$ cat src/design/psft_pkg.sv
`default_nettype none

package psft_pkg;

  localparam int SeqWordW  = 32;
  localparam int SeqW      = 31;
  localparam int FragW     = 16;
  localparam int AvailW    = 11;
  localparam int VerdictW  = 3;
  localparam int OutLenW   = 15;
  localparam int CfgW      = 16;

  localparam logic [CfgW-1:0] MaxMsgBytesReset = 16'd16384;
  localparam int BufferBytesDefault    = 16384;
  localparam int FullFragBytesDefault  = 1300;
  localparam int MsgHdrBytes           = 4;

  typedef enum logic [VerdictW-1:0] {
    VerdictWhole      = 3'd0,
    VerdictMsgReady   = 3'd1,
    VerdictOutOfOrder = 3'd2,
    VerdictGap        = 3'd3,
    VerdictIllegalLen = 3'd4,
    VerdictStored     = 3'd5,
    VerdictTooLarge   = 3'd6
  } verdict_e;

  typedef struct packed {
    logic [SeqWordW-1:0]     sequence_word;
    logic signed [FragW-1:0] frag_start;
    logic signed [FragW-1:0] frag_length;
    logic [AvailW-1:0]       payload_available;
  } in_word_t;

  typedef struct packed {
    verdict_e             verdict;
    logic [SeqW-1:0]      dropped_count;
    logic [OutLenW-1:0]   copy_offset;
    logic [OutLenW-1:0]   message_length;
  } out_word_t;

endpackage

`default_nettype wire

$ cat src/design/psft_in_if.sv
`default_nettype none

interface psft_in_if;
  import psft_pkg::*;

  logic                    valid;
  logic                    ready;
  logic [SeqWordW-1:0]     sequence_word;
  logic signed [FragW-1:0] frag_start;
  logic signed [FragW-1:0] frag_length;
  logic [AvailW-1:0]       payload_available;

  modport source (
    output valid, sequence_word, frag_start, frag_length, payload_available,
    input  ready
  );

  modport sink (
    input  valid, sequence_word, frag_start, frag_length, payload_available,
    output ready
  );
endinterface

`default_nettype wire

$ cat src/design/psft_out_if.sv
`default_nettype none

interface psft_out_if;
  import psft_pkg::*;

  logic                 valid;
  logic                 ready;
  logic [VerdictW-1:0]  verdict;
  logic [SeqW-1:0]      dropped_count;
  logic [OutLenW-1:0]   copy_offset;
  logic [OutLenW-1:0]   message_length;

  modport source (
    output valid, verdict, dropped_count, copy_offset, message_length,
    input  ready
  );

  modport sink (
    input  valid, verdict, dropped_count, copy_offset, message_length,
    output ready
  );
endinterface

`default_nettype wire

$ cat src/design/psft_in_stage.sv
`default_nettype none

module psft_in_stage (
  input  wire logic             clk_i,
  input  wire logic             rst_ni,
  input  wire logic             in_valid_i,
  output logic                  in_ready_o,
  input  wire psft_pkg::in_word_t in_word_i,
  input  wire logic             advance_i,
  output logic                  valid_o,
  output psft_pkg::in_word_t    word_o
);
  import psft_pkg::*;

  logic     valid_q, valid_d;
  in_word_t word_q;
  logic     load;

  // slot frees up in the same cycle its word moves on
  assign in_ready_o = !valid_q || advance_i;
  assign load       = in_valid_i && in_ready_o;

  always_comb begin
    valid_d = valid_q;
    if (load) begin
      valid_d = 1'b1;
    end else if (advance_i) begin
      valid_d = 1'b0;
    end
  end

  always_ff @(posedge clk_i or negedge rst_ni) begin
    if (!rst_ni) begin
      valid_q <= 1'b0;
    end else begin
      valid_q <= valid_d;
    end
  end

  always_ff @(posedge clk_i) begin
    if (load) begin
      word_q <= in_word_i;
    end
  end

  assign valid_o = valid_q;
  assign word_o  = word_q;

endmodule

`default_nettype wire

$ cat src/design/psft_tracker.sv
`default_nettype none

module psft_tracker #(
  parameter int BUFFER_BYTES        = psft_pkg::BufferBytesDefault,
  parameter int FULL_FRAGMENT_BYTES = psft_pkg::FullFragBytesDefault
) (
  input  wire logic                    clk_i,
  input  wire logic                    rst_ni,
  input  wire logic                    cfg_we_i,
  input  wire logic [psft_pkg::CfgW-1:0] cfg_wdata_i,
  input  wire logic                    step_i,
  input  wire psft_pkg::in_word_t      word_i,
  output psft_pkg::out_word_t          result_o
);
  import psft_pkg::*;

  localparam int FillW = $clog2(BUFFER_BYTES + 1);
  localparam int LenW  = FragW - 1;
  localparam int SumW  = ((FillW > LenW) ? FillW : LenW) + 1;
  localparam logic [SumW-1:0] BufLimit = SumW'(BUFFER_BYTES);
  localparam logic [LenW-1:0] FullLen  = LenW'(FULL_FRAGMENT_BYTES);
  localparam logic [SumW-1:0] HdrBytes = SumW'(MsgHdrBytes);

  logic [CfgW-1:0]  max_bytes_q;
  logic [SeqW-1:0]  last_seq_q, last_seq_d;
  logic [SeqW-1:0]  frag_seq_q, frag_seq_d;
  logic [FillW-1:0] fill_q, fill_d;

  logic [SeqW-1:0]  seq;
  logic             is_frag;
  logic [FillW-1:0] fill_base;
  logic [LenW-1:0]  len_u;
  logic             start_ok;
  logic             len_bad;
  logic [SumW-1:0]  sum;
  logic             too_large;
  out_word_t        res;

  assign seq       = word_i.sequence_word[SeqW-1:0];
  assign is_frag   = word_i.sequence_word[SeqWordW-1];
  // a new fragment sequence restarts the fill before the start check
  assign fill_base = (seq != frag_seq_q) ? '0 : fill_q;
  assign len_u     = word_i.frag_length[LenW-1:0];
  assign start_ok  = !word_i.frag_start[FragW-1] &&
                     (SumW'(word_i.frag_start[LenW-1:0]) == SumW'(fill_base));
  assign sum       = SumW'(fill_base) + SumW'(len_u);
  assign len_bad   = word_i.frag_length[FragW-1] ||
                     (len_u > LenW'(word_i.payload_available)) ||
                     (sum > BufLimit);
  assign too_large = 32'(sum) > 32'(max_bytes_q);

  always_comb begin
    res         = '0;
    res.verdict = VerdictOutOfOrder;
    last_seq_d  = last_seq_q;
    frag_seq_d  = frag_seq_q;
    fill_d      = fill_q;
    if (seq > last_seq_q) begin
      res.dropped_count = seq - last_seq_q - SeqW'(1);
      if (!is_frag) begin
        res.verdict = VerdictWhole;
        last_seq_d  = seq;
      end else begin
        frag_seq_d = seq;
        fill_d     = fill_base;
        if (!start_ok) begin
          res.verdict = VerdictGap;
        end else if (len_bad) begin
          res.verdict = VerdictIllegalLen;
        end else begin
          res.copy_offset = OutLenW'(fill_base);
          fill_d          = sum[FillW-1:0];
          if (len_u == FullLen) begin
            res.verdict = VerdictStored;
          end else if (too_large) begin
            // fill is kept, sequence not advanced
            res.verdict = VerdictTooLarge;
          end else begin
            res.verdict        = VerdictMsgReady;
            res.message_length = OutLenW'(sum + HdrBytes);
            fill_d             = '0;
            last_seq_d         = seq;
          end
        end
      end
    end
  end

  always_ff @(posedge clk_i or negedge rst_ni) begin
    if (!rst_ni) begin
      max_bytes_q <= MaxMsgBytesReset;
      last_seq_q  <= '0;
      frag_seq_q  <= '0;
      fill_q      <= '0;
    end else begin
      if (cfg_we_i) begin
        max_bytes_q <= cfg_wdata_i;
      end
      if (step_i) begin
        last_seq_q <= last_seq_d;
        frag_seq_q <= frag_seq_d;
        fill_q     <= fill_d;
      end
    end
  end

  assign result_o = res;

  a_fill_bound: assert property (@(posedge clk_i) disable iff (!rst_ni)
    32'(fill_q) <= BUFFER_BYTES)
    else $error("fill beyond buffer size");

  a_ready_clears_fill: assert property (@(posedge clk_i) disable iff (!rst_ni)
    step_i && (res.verdict == VerdictMsgReady) |=> (fill_q == '0))
    else $error("fill not cleared after delivered message");

  a_ooo_no_change: assert property (@(posedge clk_i) disable iff (!rst_ni)
    step_i && (res.verdict == VerdictOutOfOrder) |=>
      $stable(last_seq_q) && $stable(frag_seq_q) && $stable(fill_q))
    else $error("state changed on out-of-order word");

endmodule

`default_nettype wire

$ cat src/design/packet_sequence_fragment_tracker.sv
`default_nettype none

// Packet sequence and fragment tracker.
// in_i carries one received packet header per word: raw sequence word (bit 31
// is the fragment flag), fragment start and length, payload bytes available.
// out_o returns exactly one verdict word per header: verdict, dropped packet
// count, buffer copy offset and, for a finished message, its length.
// cfg_we_i/cfg_wdata_i write the largest deliverable message size; write it
// only while no header is in flight.
// A header is held in the input register, then its verdict in the result register.
// Throughput: one header per cycle while out_o is not stalled; the decision is
// a single pass of compares and adds on the tracked state between the two.
// Reset clears the last sequence, fragment sequence and fill, sets the size
// limit to 16384 and empties both registers.
// When out_o is stalled the result register holds and one more header waits
// in the input register; in_i.ready drops only when both are full.
module packet_sequence_fragment_tracker #(
  parameter int BUFFER_BYTES        = psft_pkg::BufferBytesDefault,
  parameter int FULL_FRAGMENT_BYTES = psft_pkg::FullFragBytesDefault
) (
  input  wire logic                      clk_i,
  input  wire logic                      rst_ni,
  input  wire logic                      cfg_we_i,
  input  wire logic [psft_pkg::CfgW-1:0] cfg_wdata_i,
  psft_in_if.sink                        in_i,
  psft_out_if.source                     out_o
);
  import psft_pkg::*;

  in_word_t  in_word;
  in_word_t  cur_word;
  logic      cur_valid;
  logic      advance;
  out_word_t result;
  out_word_t out_q;
  logic      out_valid_q, out_valid_d;

  assign in_word.sequence_word     = in_i.sequence_word;
  assign in_word.frag_start        = in_i.frag_start;
  assign in_word.frag_length       = in_i.frag_length;
  assign in_word.payload_available = in_i.payload_available;

  assign advance = cur_valid && (!out_valid_q || out_o.ready);

  psft_in_stage u_in_stage (
    .clk_i      (clk_i),
    .rst_ni     (rst_ni),
    .in_valid_i (in_i.valid),
    .in_ready_o (in_i.ready),
    .in_word_i  (in_word),
    .advance_i  (advance),
    .valid_o    (cur_valid),
    .word_o     (cur_word)
  );

  psft_tracker #(
    .BUFFER_BYTES        (BUFFER_BYTES),
    .FULL_FRAGMENT_BYTES (FULL_FRAGMENT_BYTES)
  ) u_tracker (
    .clk_i       (clk_i),
    .rst_ni      (rst_ni),
    .cfg_we_i    (cfg_we_i),
    .cfg_wdata_i (cfg_wdata_i),
    .step_i      (advance),
    .word_i      (cur_word),
    .result_o    (result)
  );

  always_comb begin
    out_valid_d = out_valid_q;
    if (advance) begin
      out_valid_d = 1'b1;
    end else if (out_o.ready) begin
      out_valid_d = 1'b0;
    end
  end

  always_ff @(posedge clk_i or negedge rst_ni) begin
    if (!rst_ni) begin
      out_valid_q <= 1'b0;
    end else begin
      out_valid_q <= out_valid_d;
    end
  end

  always_ff @(posedge clk_i) begin
    if (advance) begin
      out_q <= result;
    end
  end

  assign out_o.valid          = out_valid_q;
  assign out_o.verdict        = out_q.verdict;
  assign out_o.dropped_count  = out_q.dropped_count;
  assign out_o.copy_offset    = out_q.copy_offset;
  assign out_o.message_length = out_q.message_length;

endmodule

`default_nettype wire

$ cat src/flat_wrapper.sv
// flat-port wrapper written by rule: the top's interface ports become plain ports
module packet_sequence_fragment_tracker_flat import psft_pkg::*;
#(
  parameter int BUFFER_BYTES        = psft_pkg::BufferBytesDefault,
  parameter int FULL_FRAGMENT_BYTES = psft_pkg::FullFragBytesDefault
)
  (clk_i, rst_ni, cfg_we_i, cfg_wdata_i, in_i_valid, in_i_sequence_word, in_i_frag_start, in_i_frag_length, in_i_payload_available, in_i_ready, out_o_valid, out_o_verdict, out_o_dropped_count, out_o_copy_offset, out_o_message_length, out_o_ready);
  psft_in_if in_i_i ();
  psft_out_if out_o_i ();
  input  wire logic clk_i;
  input  wire logic rst_ni;
  input  wire logic cfg_we_i;
  input  wire logic [psft_pkg::CfgW-1:0] cfg_wdata_i;
  input wire logic [$bits(in_i_i.valid)-1:0] in_i_valid;
  input wire logic [$bits(in_i_i.sequence_word)-1:0] in_i_sequence_word;
  input wire logic [$bits(in_i_i.frag_start)-1:0] in_i_frag_start;
  input wire logic [$bits(in_i_i.frag_length)-1:0] in_i_frag_length;
  input wire logic [$bits(in_i_i.payload_available)-1:0] in_i_payload_available;
  output wire logic [$bits(in_i_i.ready)-1:0] in_i_ready;
  output wire logic [$bits(out_o_i.valid)-1:0] out_o_valid;
  output wire logic [$bits(out_o_i.verdict)-1:0] out_o_verdict;
  output wire logic [$bits(out_o_i.dropped_count)-1:0] out_o_dropped_count;
  output wire logic [$bits(out_o_i.copy_offset)-1:0] out_o_copy_offset;
  output wire logic [$bits(out_o_i.message_length)-1:0] out_o_message_length;
  input wire logic [$bits(out_o_i.ready)-1:0] out_o_ready;
  assign in_i_i.valid = in_i_valid;
  assign in_i_i.sequence_word = in_i_sequence_word;
  assign in_i_i.frag_start = in_i_frag_start;
  assign in_i_i.frag_length = in_i_frag_length;
  assign in_i_i.payload_available = in_i_payload_available;
  assign in_i_ready = in_i_i.ready;
  assign out_o_valid = out_o_i.valid;
  assign out_o_verdict = out_o_i.verdict;
  assign out_o_dropped_count = out_o_i.dropped_count;
  assign out_o_copy_offset = out_o_i.copy_offset;
  assign out_o_message_length = out_o_i.message_length;
  assign out_o_i.ready = out_o_ready;
  packet_sequence_fragment_tracker #(.BUFFER_BYTES(BUFFER_BYTES), .FULL_FRAGMENT_BYTES(FULL_FRAGMENT_BYTES)) u_core (.clk_i(clk_i), .rst_ni(rst_ni), .cfg_we_i(cfg_we_i), .cfg_wdata_i(cfg_wdata_i), .in_i(in_i_i), .out_o(out_o_i));
endmodule
$ cat config.mk
export PLATFORM = sky130hd
export DESIGN_NAME = packet_sequence_fragment_tracker_flat
export DESIGN_NICKNAME = d
export VERILOG_FILES = /design/src/design/psft_pkg.sv /design/src/design/psft_in_if.sv /design/src/design/psft_out_if.sv /design/src/design/psft_in_stage.sv /design/src/design/psft_tracker.sv /design/src/design/packet_sequence_fragment_tracker.sv /design/src/flat_wrapper.sv
export SDC_FILE = /design/constraint.sdc
export NUM_CORES = 1
export LEC_CHECK = 0
export BUFFER_PORTS_ARGS = -buffer_cell sky130_fd_sc_hd__buf_2
export CORE_UTILIZATION = 45
export CTS_CLUSTER_SIZE = 12
export DETAILED_ROUTE_END_ITERATION = 6
export HOLD_SLACK_MARGIN = 0.1
export SKIP_CTS_REPAIR_TIMING = 1
export SYNTH_ARGS = -nofsm -noshare
export SYNTH_HDL_FRONTEND = slang
export SYNTH_HIERARCHICAL = 1
export SYNTH_SLANG_ARGS = --single-unit
$ cat constraint.sdc
create_clock -name clk_i -period 6.62 [get_ports clk_i]
set_clock_uncertainty 0.1 [all_clocks]
set_input_delay 0.662 -clock clk_i [delete_from_list [all_inputs] [get_ports clk_i]]
set_output_delay 0.662 -clock clk_i [all_outputs]
set_load 0.1 [all_outputs]
==> results of run 1 <==
[state kept, by name, indices dropped and copies added, names as in the netlist, 3 cells and up]
register / flops
u_core/u_in_stage/word_o: 75
u_core/out_o.dropped_count: 31
u_core/u_tracker/frag_seq_q: 31
u_core/u_tracker/last_seq_q: 31
u_core/u_tracker/max_bytes_q: 16
u_core/out_o.copy_offset: 15
u_core/out_o.message_length: 15
u_core/u_tracker/fill_q: 15
u_core/out_o.verdict: 3
[final timing paths]
path                                            startpoint                         endpoint  slack [ns]  depth (start not counted)
min in group asynchronous                           rst_ni        u_core/u_in_stage/valid_o        0.52                          2
max                           u_core/u_in_stage/word_o[55]  u_core/u_tracker/last_seq_q[27]        0.46                         27
max reg2reg                   u_core/u_in_stage/word_o[55]  u_core/u_tracker/last_seq_q[27]        0.46                         27
min reg2reg                u_core/u_tracker/last_seq_q[29]  u_core/u_tracker/last_seq_q[29]        0.39                          1
min                              in_i_payload_available[6]      u_core/u_in_stage/word_o[6]        0.21                          1
max in group asynchronous                           rst_ni  u_core/u_tracker/last_seq_q[20]        4.65                          3
[logic make-up after synthesis]
family / after synthesis / share of synthesized area
buffers and inverters: 137 / 0.0448
AOI/OAI and AO/OA: 218 / 0.120
DFF: 234 / 0.520
and+or+nand+nor: 288 / 0.129
xor gates and xnor gates: 77 / 0.0535
adders and majority gates: 78 / 0.0786
muxes: 61 / 0.0543
[per-layer routing]
| layer | track usage | vias to the layer above | wire length [µm] |
|---|---|---|---|
| met5 | 0 | - | 0 |
| met2 | 0.329 | 297 | 13000 |
| met3 | 0.0329 | 41 | 1900 |
| li1 | - | 4341 | - |
| met4 | 0.0560 | 0 | 631 |
| met1 | 0.345 | 4377 | 15800 |
[critical path, stage by stage (launching register included)]
cell      delay, ns
edfxtp_1       0.48
xor2_1         0.19
nor4_2         0.44
nand4_1        0.14
buf_4          0.18
nor2_4         0.08
inv_2          0.08
nor2_1         0.10
ha_1           0.20
inv_1          0.07
fa_1           0.41
nor2b_1        0.21
o31a_1         0.20
o211ai_1       0.17
nand3_1        0.13
nand2_1        0.10
o311ai_1       0.38
ha_1           0.21
nand4_1        0.09
nor2_1         0.18
nand3_1        0.13
and3_1         0.21
a41oi_1        0.20
nand3_1        0.16
or3_1          0.34
o32a_4         0.34
buf_4          0.19
mux2_1         0.32
[power groups by stage]
stage	Clock, mW	Sequential (mW)	Combinational [mW]
4_1_cts	1.49	2.13	2.64
3_3_place_gp	0	2.15	2.62
2_1_floorplan	0	2.85	1.33
3_5_place_dp	0	2.16	2.63
5_1_grt	1.55	2.17	2.86
6_report	1.44	2.13	2.64
[final cells by class]
type                    count  area, µm²  share of cell area
inverters                 101        379              0.0256
well taps                 372        465              0.0314
clock inverters             6       58.8             0.00397
flip-flops and latches    234       6550               0.443
clock buffers              42        813              0.0549
repair buffers            190       1040              0.0703
multi-input cells         722       5500               0.371
[placed cells by master (no fill, tap or decap), types with 11 or more instances in the layout]
cell type,instances
nor2_1,54
mux2_2,31
nand3_1,19
nor3_1,14
a31oi_1,11
nand4_1,18
a21oi_1,42
and3_1,17
a32o_1,15
o21ai_0,44
mux2_1,28
edfxtp_1,139
xor2_1,52
ha_1,76
and2_1,17
inv_1,99
dfrtp_1,94
buf_4,28
xnor2_1,25
clkbuf_16,28
a21o_1,34
buf_2,160
nand2b_1,11
nand2_1,64
==> results.md, run 1 <==
* Root buf cell: clkbuf_16
* Clock latency on the worst-skew pair at 0.53 ns
* Main area contributors after synthesis: edfxtp_1 33%, dfrtp_1 19%, ha_1 7.5%
* Leading area contributor after synthesis: edfxtp_1
* Die ar. at 0.0287 mm²
* Power per cell area at 420 mW/mm²
* Via count at 9056
* Synth Instances at 1093
* Worst setup EP type: flip-flop
* Port buffer count at 161
* Part of the power in combinational logic at 0.425
* Final std cell area, no fill at 0.0148 mm²
* Fill count at 2424
* Crit-path max FO at 9
* Gr usage total at 0.224
* Power Total at 6.22 mW
* DR WL/cell at 18.8 µm
* Clock share of power at 0.232
* Top post-synthesis cells by count: 139 x edfxtp_1, 99 x inv_1, 94 x dfrtp_1
* HP Class: input pin to flip-flop
* Unique cell type count in the Yosys netlist at 79
* Setup TNS at 0 ns
* Crit path time final at 6.16 ns
* DRC at 0
* Area growth from synthesis to layout at 17.4%
* Post-synthesis sequential area ratio at 0.520
* Post-synth ARST share at 0.406
* N_diodes at 0
* Portion of total power attributed to sequential cells at 0.342
* First-pass GRT wire length at 49500 µm
* Hpwl dp at 23600 µm
* CP Class: flip-flop to flip-flop
* First-pass detailed-route iteration total at 5
* Core Footprint at 0.0273 mm²
* Vias in the first global route at 8852
* DP Area at 0.0139 mm²
* CTS Sinks at 234
* Clock slew at reported path FFs at 0.06 ns
* Rows at 60
* Initial antenna violation count at 0
* Slew @ Worst Pin at 1.05 ns
* Post-route ant nets at 0
* Status: complete, no violations
* Internal power at 3.65 mW
* Final global-route overflow total at 0
* Hold slack at 0.209 ns
* RSZ-0062 raised after global routing: false
* Final setup vio count at 0
* Slew margin rel. at 0.303
* NetSw at 2.56 mW
* Post-route clock period utilization at 0.930
* Final Instance Count excl. Fillers at 1667
* Most common cell in the netlist: edfxtp_1
* H-Tree Level Count at 1
* Placed insts at 1618
* Number of flops mapped to enable cells by yosys at 139
* Layout cells sized above 1 at 0.231
* Leak Pwr at 6.58 nW
* Layout net count at 1449
* Syn Nets at 1267
* Max-slew violations at 0
* Placer Congestion at 0.918
* Fin util at 0.543
* Share of Yosys cell area claimed by the top area cell type at 0.331
* Dpl ws at 0.393 ns
* WP data required at 6.93 ns
* Setup slack after layout at 0.460 ns
* Ys flop type: edfxtp_1
* Synth Cell Area at 0.0126 mm²
* Pin count of the biggest net entering global routing at 76
* Vias/cell at 5.43
* Sw Ratio at 0.413
* Starting DRT DRC Count at 724
* Final hold viol count at 0
* Starting Density at 0.463
* MaxCap Viol Count at 0
* VDD IR-drop max at 276 µV
* DRT Wirelength at 31400 µm
* Fmax at 162 MHz
* Die height at 169 µm
* Syn. warnings at 6
* CP arrival at 6.47 ns
* CTS tree: done
* Horiz. Die Dim at 169 µm
* Worst-case clock buffer depth at 3
* Seq cells post-synth at 234
* Num ports at 162
* Syn avg cell area at 11.5 µm²
* Setup crit start kind: flip-flop
* TritonCTS buffer count at 26
Note: power is estimated with default switching activity, not from simulation.
==> run 2: changes to the inputs <==
Settings changed: CORE_UTILIZATION 45 to 59, HOLD_SLACK_MARGIN 0.1 to not set, PLACE_DENSITY set to 0.81.
==> run 2 against run 1 <==
Maximum frequency shrank 2.0%. Global-route usage grew 5.1 points. Clock-buffer cell count shrank 2. Flip-flop and latch count is the same. Final area shrank 1.6%. Highest routed layer unchanged.
==> results.md, run 2 (same netlist as run 1, synthesis figures left out) <==
* Status: complete, no violations
* Final setup vio count at 0
* VDD IR-drop max at 346 µV
* Initial antenna violation count at 0
* Fmax at 159 MHz
* NetSw at 2.58 mW
* Final hold viol count at 0
* Reg2Reg Setup Slack at 0.33 ns
* Starting DRT DRC Count at 912
* Core Footprint at 0.0210 mm²
* Starting Density at 0.600
* Power per cell area at 422 mW/mm²
* DRC at 0
* Post-route clock period utilization at 0.949
* Commonest cells after routing, fill and taps aside: 160 x buf_2, 139 x edfxtp_1, 99 x inv_1, 94 x dfrtp_1, 76 x ha_1
* Slew @ Worst Pin at 1.05 ns
* Pin count of the biggest net entering global routing at 77
* Leak Pwr at 6.49 nW
* Via count at 9196
* R2r startpoint: u_core/u_in_stage/word_o[54]
* Root buf cell: clkbuf_16
* N_diodes at 0
* Worst-case clock buffer depth at 3
* Worst setup EP type: flip-flop
* Placer Congestion at 0.893
* Horiz. Die Dim at 148 µm
* CTS tree: done
* Layout cells sized above 1 at 0.223
* Clock latency on the worst-skew pair at 0.53 ns
* Commonest non-fill, non-tap cell in the layout: buf_2
* Rows at 53
* Internal power at 3.57 mW
* Fill count at 1494
* DR WL/cell at 19.5 µm
* RSZ-0062 raised after global routing: true
* DRT Wirelength at 30300 µm
* Largest register FFs at 75
* TritonCTS buffer count at 25
* Setup crit start kind: flip-flop
* Post-route ant nets at 0
* Fin util at 0.693
* Die height at 148 µm
* Vias/cell at 5.89
* Part of the power in combinational logic at 0.435
* Port buffer count at 161
* Crit path capture: u_core/u_tracker/last_seq_q[16]
* WP data required at 6.92 ns
* Vias in the first global route at 8656
* Num ports at 162
* Portion of total power attributed to sequential cells at 0.347
* Clock share of power at 0.218
* Layout net count at 1441
* CP Class: flip-flop to flip-flop
* Max-slew violations at 0
* HP Class: input pin to flip-flop
* First-pass GRT wire length at 46800 µm
* Die ar. at 0.0220 mm²
* Slew margin rel. at 0.302
* Area growth from synthesis to layout at 15.6%
* H-Tree Level Count at 1
* First-pass detailed-route iteration total at 6
* Sw Ratio at 0.420
* Hpwl dp at 21800 µm
* CP arrival at 6.58 ns
* Reg2Reg Depth at 22
* Final global-route overflow total at 0
* RR Endpoint: u_core/u_tracker/last_seq_q[16]
* CTS Sinks at 234
* Crit path time final at 6.29 ns
* Gr usage total at 0.275
* Clock slew at reported path FFs at 0.06 ns
* Critical Path Source: u_core/u_in_stage/word_o[54]
* Crit-path max FO at 16
* MaxCap Viol Count at 0
* Hold slack at 0.208 ns
[run 2: cell count changes in the layout (fill, tap and decap cells not counted), moves of 2 or more]
cell | previous run | this run
buf_4 | 28 | 21
clkbuf_1 | 8 | 11
clkbuf_16 | 28 | 26
clkbuf_8 | 6 | 3
clkinv_2 | 4 | 1
nor4_2 | 8 | 6
nor4_4 | 0 | 2
[run 2: cell type report]
cell class              count  area (µm²)  share of cell area
repair buffers            182         968              0.0664
multi-input cells         723        5540               0.380
well taps                 275         344              0.0236
flip-flops and latches    234        6550               0.450
clock buffers              40         733              0.0503
clock inverters             5        55.1             0.00378
inverters                 101         379              0.0260
[run 2: worst max-delay path, stage by stage, from the launching register on]
cell and delay (ns):
edfxtp_1 0.44, xor2_1 0.20, nor4_2 0.39, nand4_2 0.23, nor2_4 0.25, inv_2 0.10, nor2_1 0.14, ha_1 0.25
nor3_1 0.11, a211o_1 0.31, or4_1 0.60, and3_1 0.18, nor3_1 0.36, ha_1 0.20, nand4_1 0.09, nor2_1 0.18
nand3_1 0.13, and3_1 0.20, a41oi_1 0.21, nand3_1 0.18, or3_1 0.43, o32a_4 0.48, mux2_1 0.37
[run 2: metal layers]
metal / part of all wire / track usage
met1: 0.46 / 0.419
met2: 0.44 / 0.409
met3: 0.080 / 0.0472
met4: 0.017 / 0.0696
met5: 0 / 0
[run 2: how the worst min path moves through the flow]
stage | from | end | cells past startpoint
final | in_i_sequence_word[15] | u_core/u_in_stage/word_o[58] | 1
after global placement | u_core/u_tracker/last_seq_q[17] | u_core/u_tracker/last_seq_q[17] | 1
after floorplan | rst_ni | u_core/out_o.valid | 0
after global routing | in_i_sequence_word[7] | u_core/u_in_stage/word_o[50] | 1
after detailed placement | u_core/u_tracker/last_seq_q[4] | u_core/u_tracker/last_seq_q[4] | 1
after CTS | rst_ni | u_core/u_tracker/frag_seq_q[7] | 1
[run 2: through the flow]
| step | setup slack, ns | area (µm²) | instances | total power [mW] | setup TNS [ns] |
|---|---|---|---|---|---|
| floorplan | 0.853 | 12600 | 1093 | 4.18 | 0 |
| global placement | 0.401 | 13700 | 1511 | 4.70 | 0 |
| detailed placement | 0.104 | 13700 | 1511 | 4.76 | 0 |
| CTS | 0.0971 | 14500 | 1556 | 6.11 | 0 |
| global route | -0.0146 | 14600 | 1560 | 6.45 | -0.0219 |
| finish | 0.335 | 14600 | 1560 | 6.15 | 0 |
[run 2: power by group through the flow]
| stage | sequential [mW] | combinational [mW] | clock, mW |
|---|---|---|---|
| final | 2.13 | 2.68 | 1.34 |
| after detailed placement | 2.16 | 2.60 | 0 |
| after global routing | 2.17 | 2.86 | 1.42 |
| after global placement | 2.14 | 2.56 | 0 |
| after CTS | 2.13 | 2.62 | 1.36 |
| after floorplan | 2.85 | 1.33 | 0 |
==> run 3: changes to the inputs <==
==> constraint.sdc (replaced) <==
create_clock -name clk_i -period 7.1 [get_ports clk_i]
set_clock_uncertainty 0.1 [all_clocks]
set_input_delay 1.065 -clock clk_i [delete_from_list [all_inputs] [get_ports clk_i]]
set_output_delay 1.065 -clock clk_i [all_outputs]
set_load 0.1 [all_outputs]
==> run 3 against run 2 <==
Die area unchanged. Setup slack better by 0.21 ns. Sequential power down 6%. Global-route usage grew 0.81 points. Highest routed layer unchanged. First-iteration DRC count down 21%. Final area shrank 0.27%. Non-clock buffer count down 8. Critical path depth up 4. Utilization is 0.19 points lower.
==> results.md, run 3 (same netlist as run 1, synthesis figures left out) <==
* Status: complete, no violations
* DP Area at 0.0137 mm²
* Cell at the slowest stage of the critical path: o32a_4
* Commonest cells after routing, fill and taps aside: 160 x buf_2, 139 x edfxtp_1, 99 x inv_1, 94 x dfrtp_1, 76 x ha_1
* Final setup vio count at 0
* Power per cell area at 397 mW/mm²
* TritonCTS buffer count at 27
* Met2 usage in global routing at 0.441
* Final hold viol count at 0
* Setup TNS at 0 ns
* Fmax at 153 MHz
* Crit-path max FO at 31
* Die height at 148 µm
* Placer Congestion at 0.904
* Largest register FFs at 75
* VDD IR-drop max at 308 µV
* Max incr delay on CP at 0.52 ns
* RSZ-0062 raised after global routing: false
* Horiz. Die Dim at 148 µm
* Port buffer count at 161
* Final global-route overflow total at 0
* Hpwl dp at 21900 µm
* CTS tree: done
* Root buf cell: clkbuf_16
* Most Crowded Layer GR: met2
* Crit path time final at 6.55 ns
* Leak Pwr at 6.48 nW
* CTS Sinks at 234
* Slew @ Worst Pin at 1.06 ns
* Vias in the first global route at 8953
* First-pass detailed-route iteration total at 5
* Initial antenna violation count at 0
* MaxCap Viol Count at 0
* Post-route ant nets at 0
* Gr usage total at 0.283
* Worst-case clock buffer depth at 3
* H-Tree Level Count at 1
* Clock latency on the worst-skew pair at 0.54 ns
* Starting DRT DRC Count at 722
* DR WL/cell at 19.6 µm
* Setup slack after layout at 0.547 ns
* Commonest non-fill, non-tap cell in the layout: buf_2
* Area growth from synthesis to layout at 15.2%
* Starting Density at 0.600
* Met3 Usage GRT at 0.0442
* WP data required at 7.41 ns
* First-pass GRT wire length at 48200 µm
* CP Class: flip-flop to flip-flop
* Final Instance Count excl. Fillers at 1556
* Clock slew at reported path FFs at 0.06 ns
* Slew margin rel. at 0.293
* Vias/cell at 5.95
* Post-route clock period utilization at 0.923
* CP arrival at 6.87 ns
* DRT Wirelength at 30400 µm
* Pin count of the biggest net entering global routing at 76
* N_diodes at 0
* Worst setup EP type: flip-flop
* HP Class: input pin to async pin
* Layout net count at 1434
* Die ar. at 0.0220 mm²
* Via count at 9251
* Placed insts at 1504
* Multi-input logic area at 0.00550 mm²
* Num ports at 162
* Setup crit start kind: flip-flop
* Met1 usage at 0.418
* Dpl ws at 0.567 ns
* Core Footprint at 0.0210 mm²
* Register area at 0.00655 mm²
* Max-slew violations at 0
* DRC at 0
* Rows at 53
* CP most frequent cell: nand3_1
* Final std cell area, no fill at 0.0145 mm²
* Layout cells sized above 1 at 0.222
* Fill count at 1537
run 3: critical path: cells and delay by family, from the launching register on:
family | cells | cell delay (ns)
simple gates | 13 | 2.71
mux | 1 | 0.41
xor+xnor | 1 | 0.19
fa+ha+maj | 3 | 0.73
buf+inv | 3 | 0.37
compound gates | 5 | 1.40
flops | 1 | 0.50
run 3: per-stage QoR:
stage                     hold slack, ns  power (mW)  utilization
after floorplan                    0.364        3.90            -
after global placement             0.374        4.37        0.650
after detailed placement           0.381        4.41        0.650
after CTS                          0.374        5.77        0.691
after global routing               0.399        6.06        0.691
final                              0.374        5.77        0.691
run 3: worst paths after layout:
kind,from,to,slack (ns),cells past startpoint
worst max-delay path,u_core/u_in_stage/word_o[52],u_core/u_tracker/last_seq_q[5],0.55,26
worst min-delay path,rst_ni,u_core/u_tracker/last_seq_q[2],0.37,1
worst max register to register,u_core/u_in_stage/word_o[52],u_core/u_tracker/last_seq_q[5],0.55,26
worst min register to register,u_core/u_tracker/last_seq_q[18],u_core/u_tracker/last_seq_q[18],0.39,1
max in group asynchronous,rst_ni,u_core/u_tracker/fill_q[4],5.30,2
min in group clk_i,u_core/u_tracker/last_seq_q[18],u_core/u_tracker/last_seq_q[18],0.39,1
run 3: layer usage:
metal | routed length [µm] | vias to the layer above
li1 | - | 4311
met1 | 13900 | 4498
met2 | 13700 | 395
met3 | 2410 | 47
met4 | 488 | 0
met5 | 0 | -
run 3: layout make-up:
cell class	instances	area share
multi-input cells	722	0.378
clock buffers	40	0.0527
well taps	275	0.0237
clock inverters	10	0.00637
flip-flops and latches	234	0.451
repair buffers	174	0.0623
inverters	101	0.0261
run 3: power breakdown:
part           switching, mW  leakage [nW]  internal, mW
Combinational           1.70          3.55         0.748
Clock                  0.543         0.420         0.787
Sequential             0.169          2.51          1.83
Total                   2.41          6.48          3.36
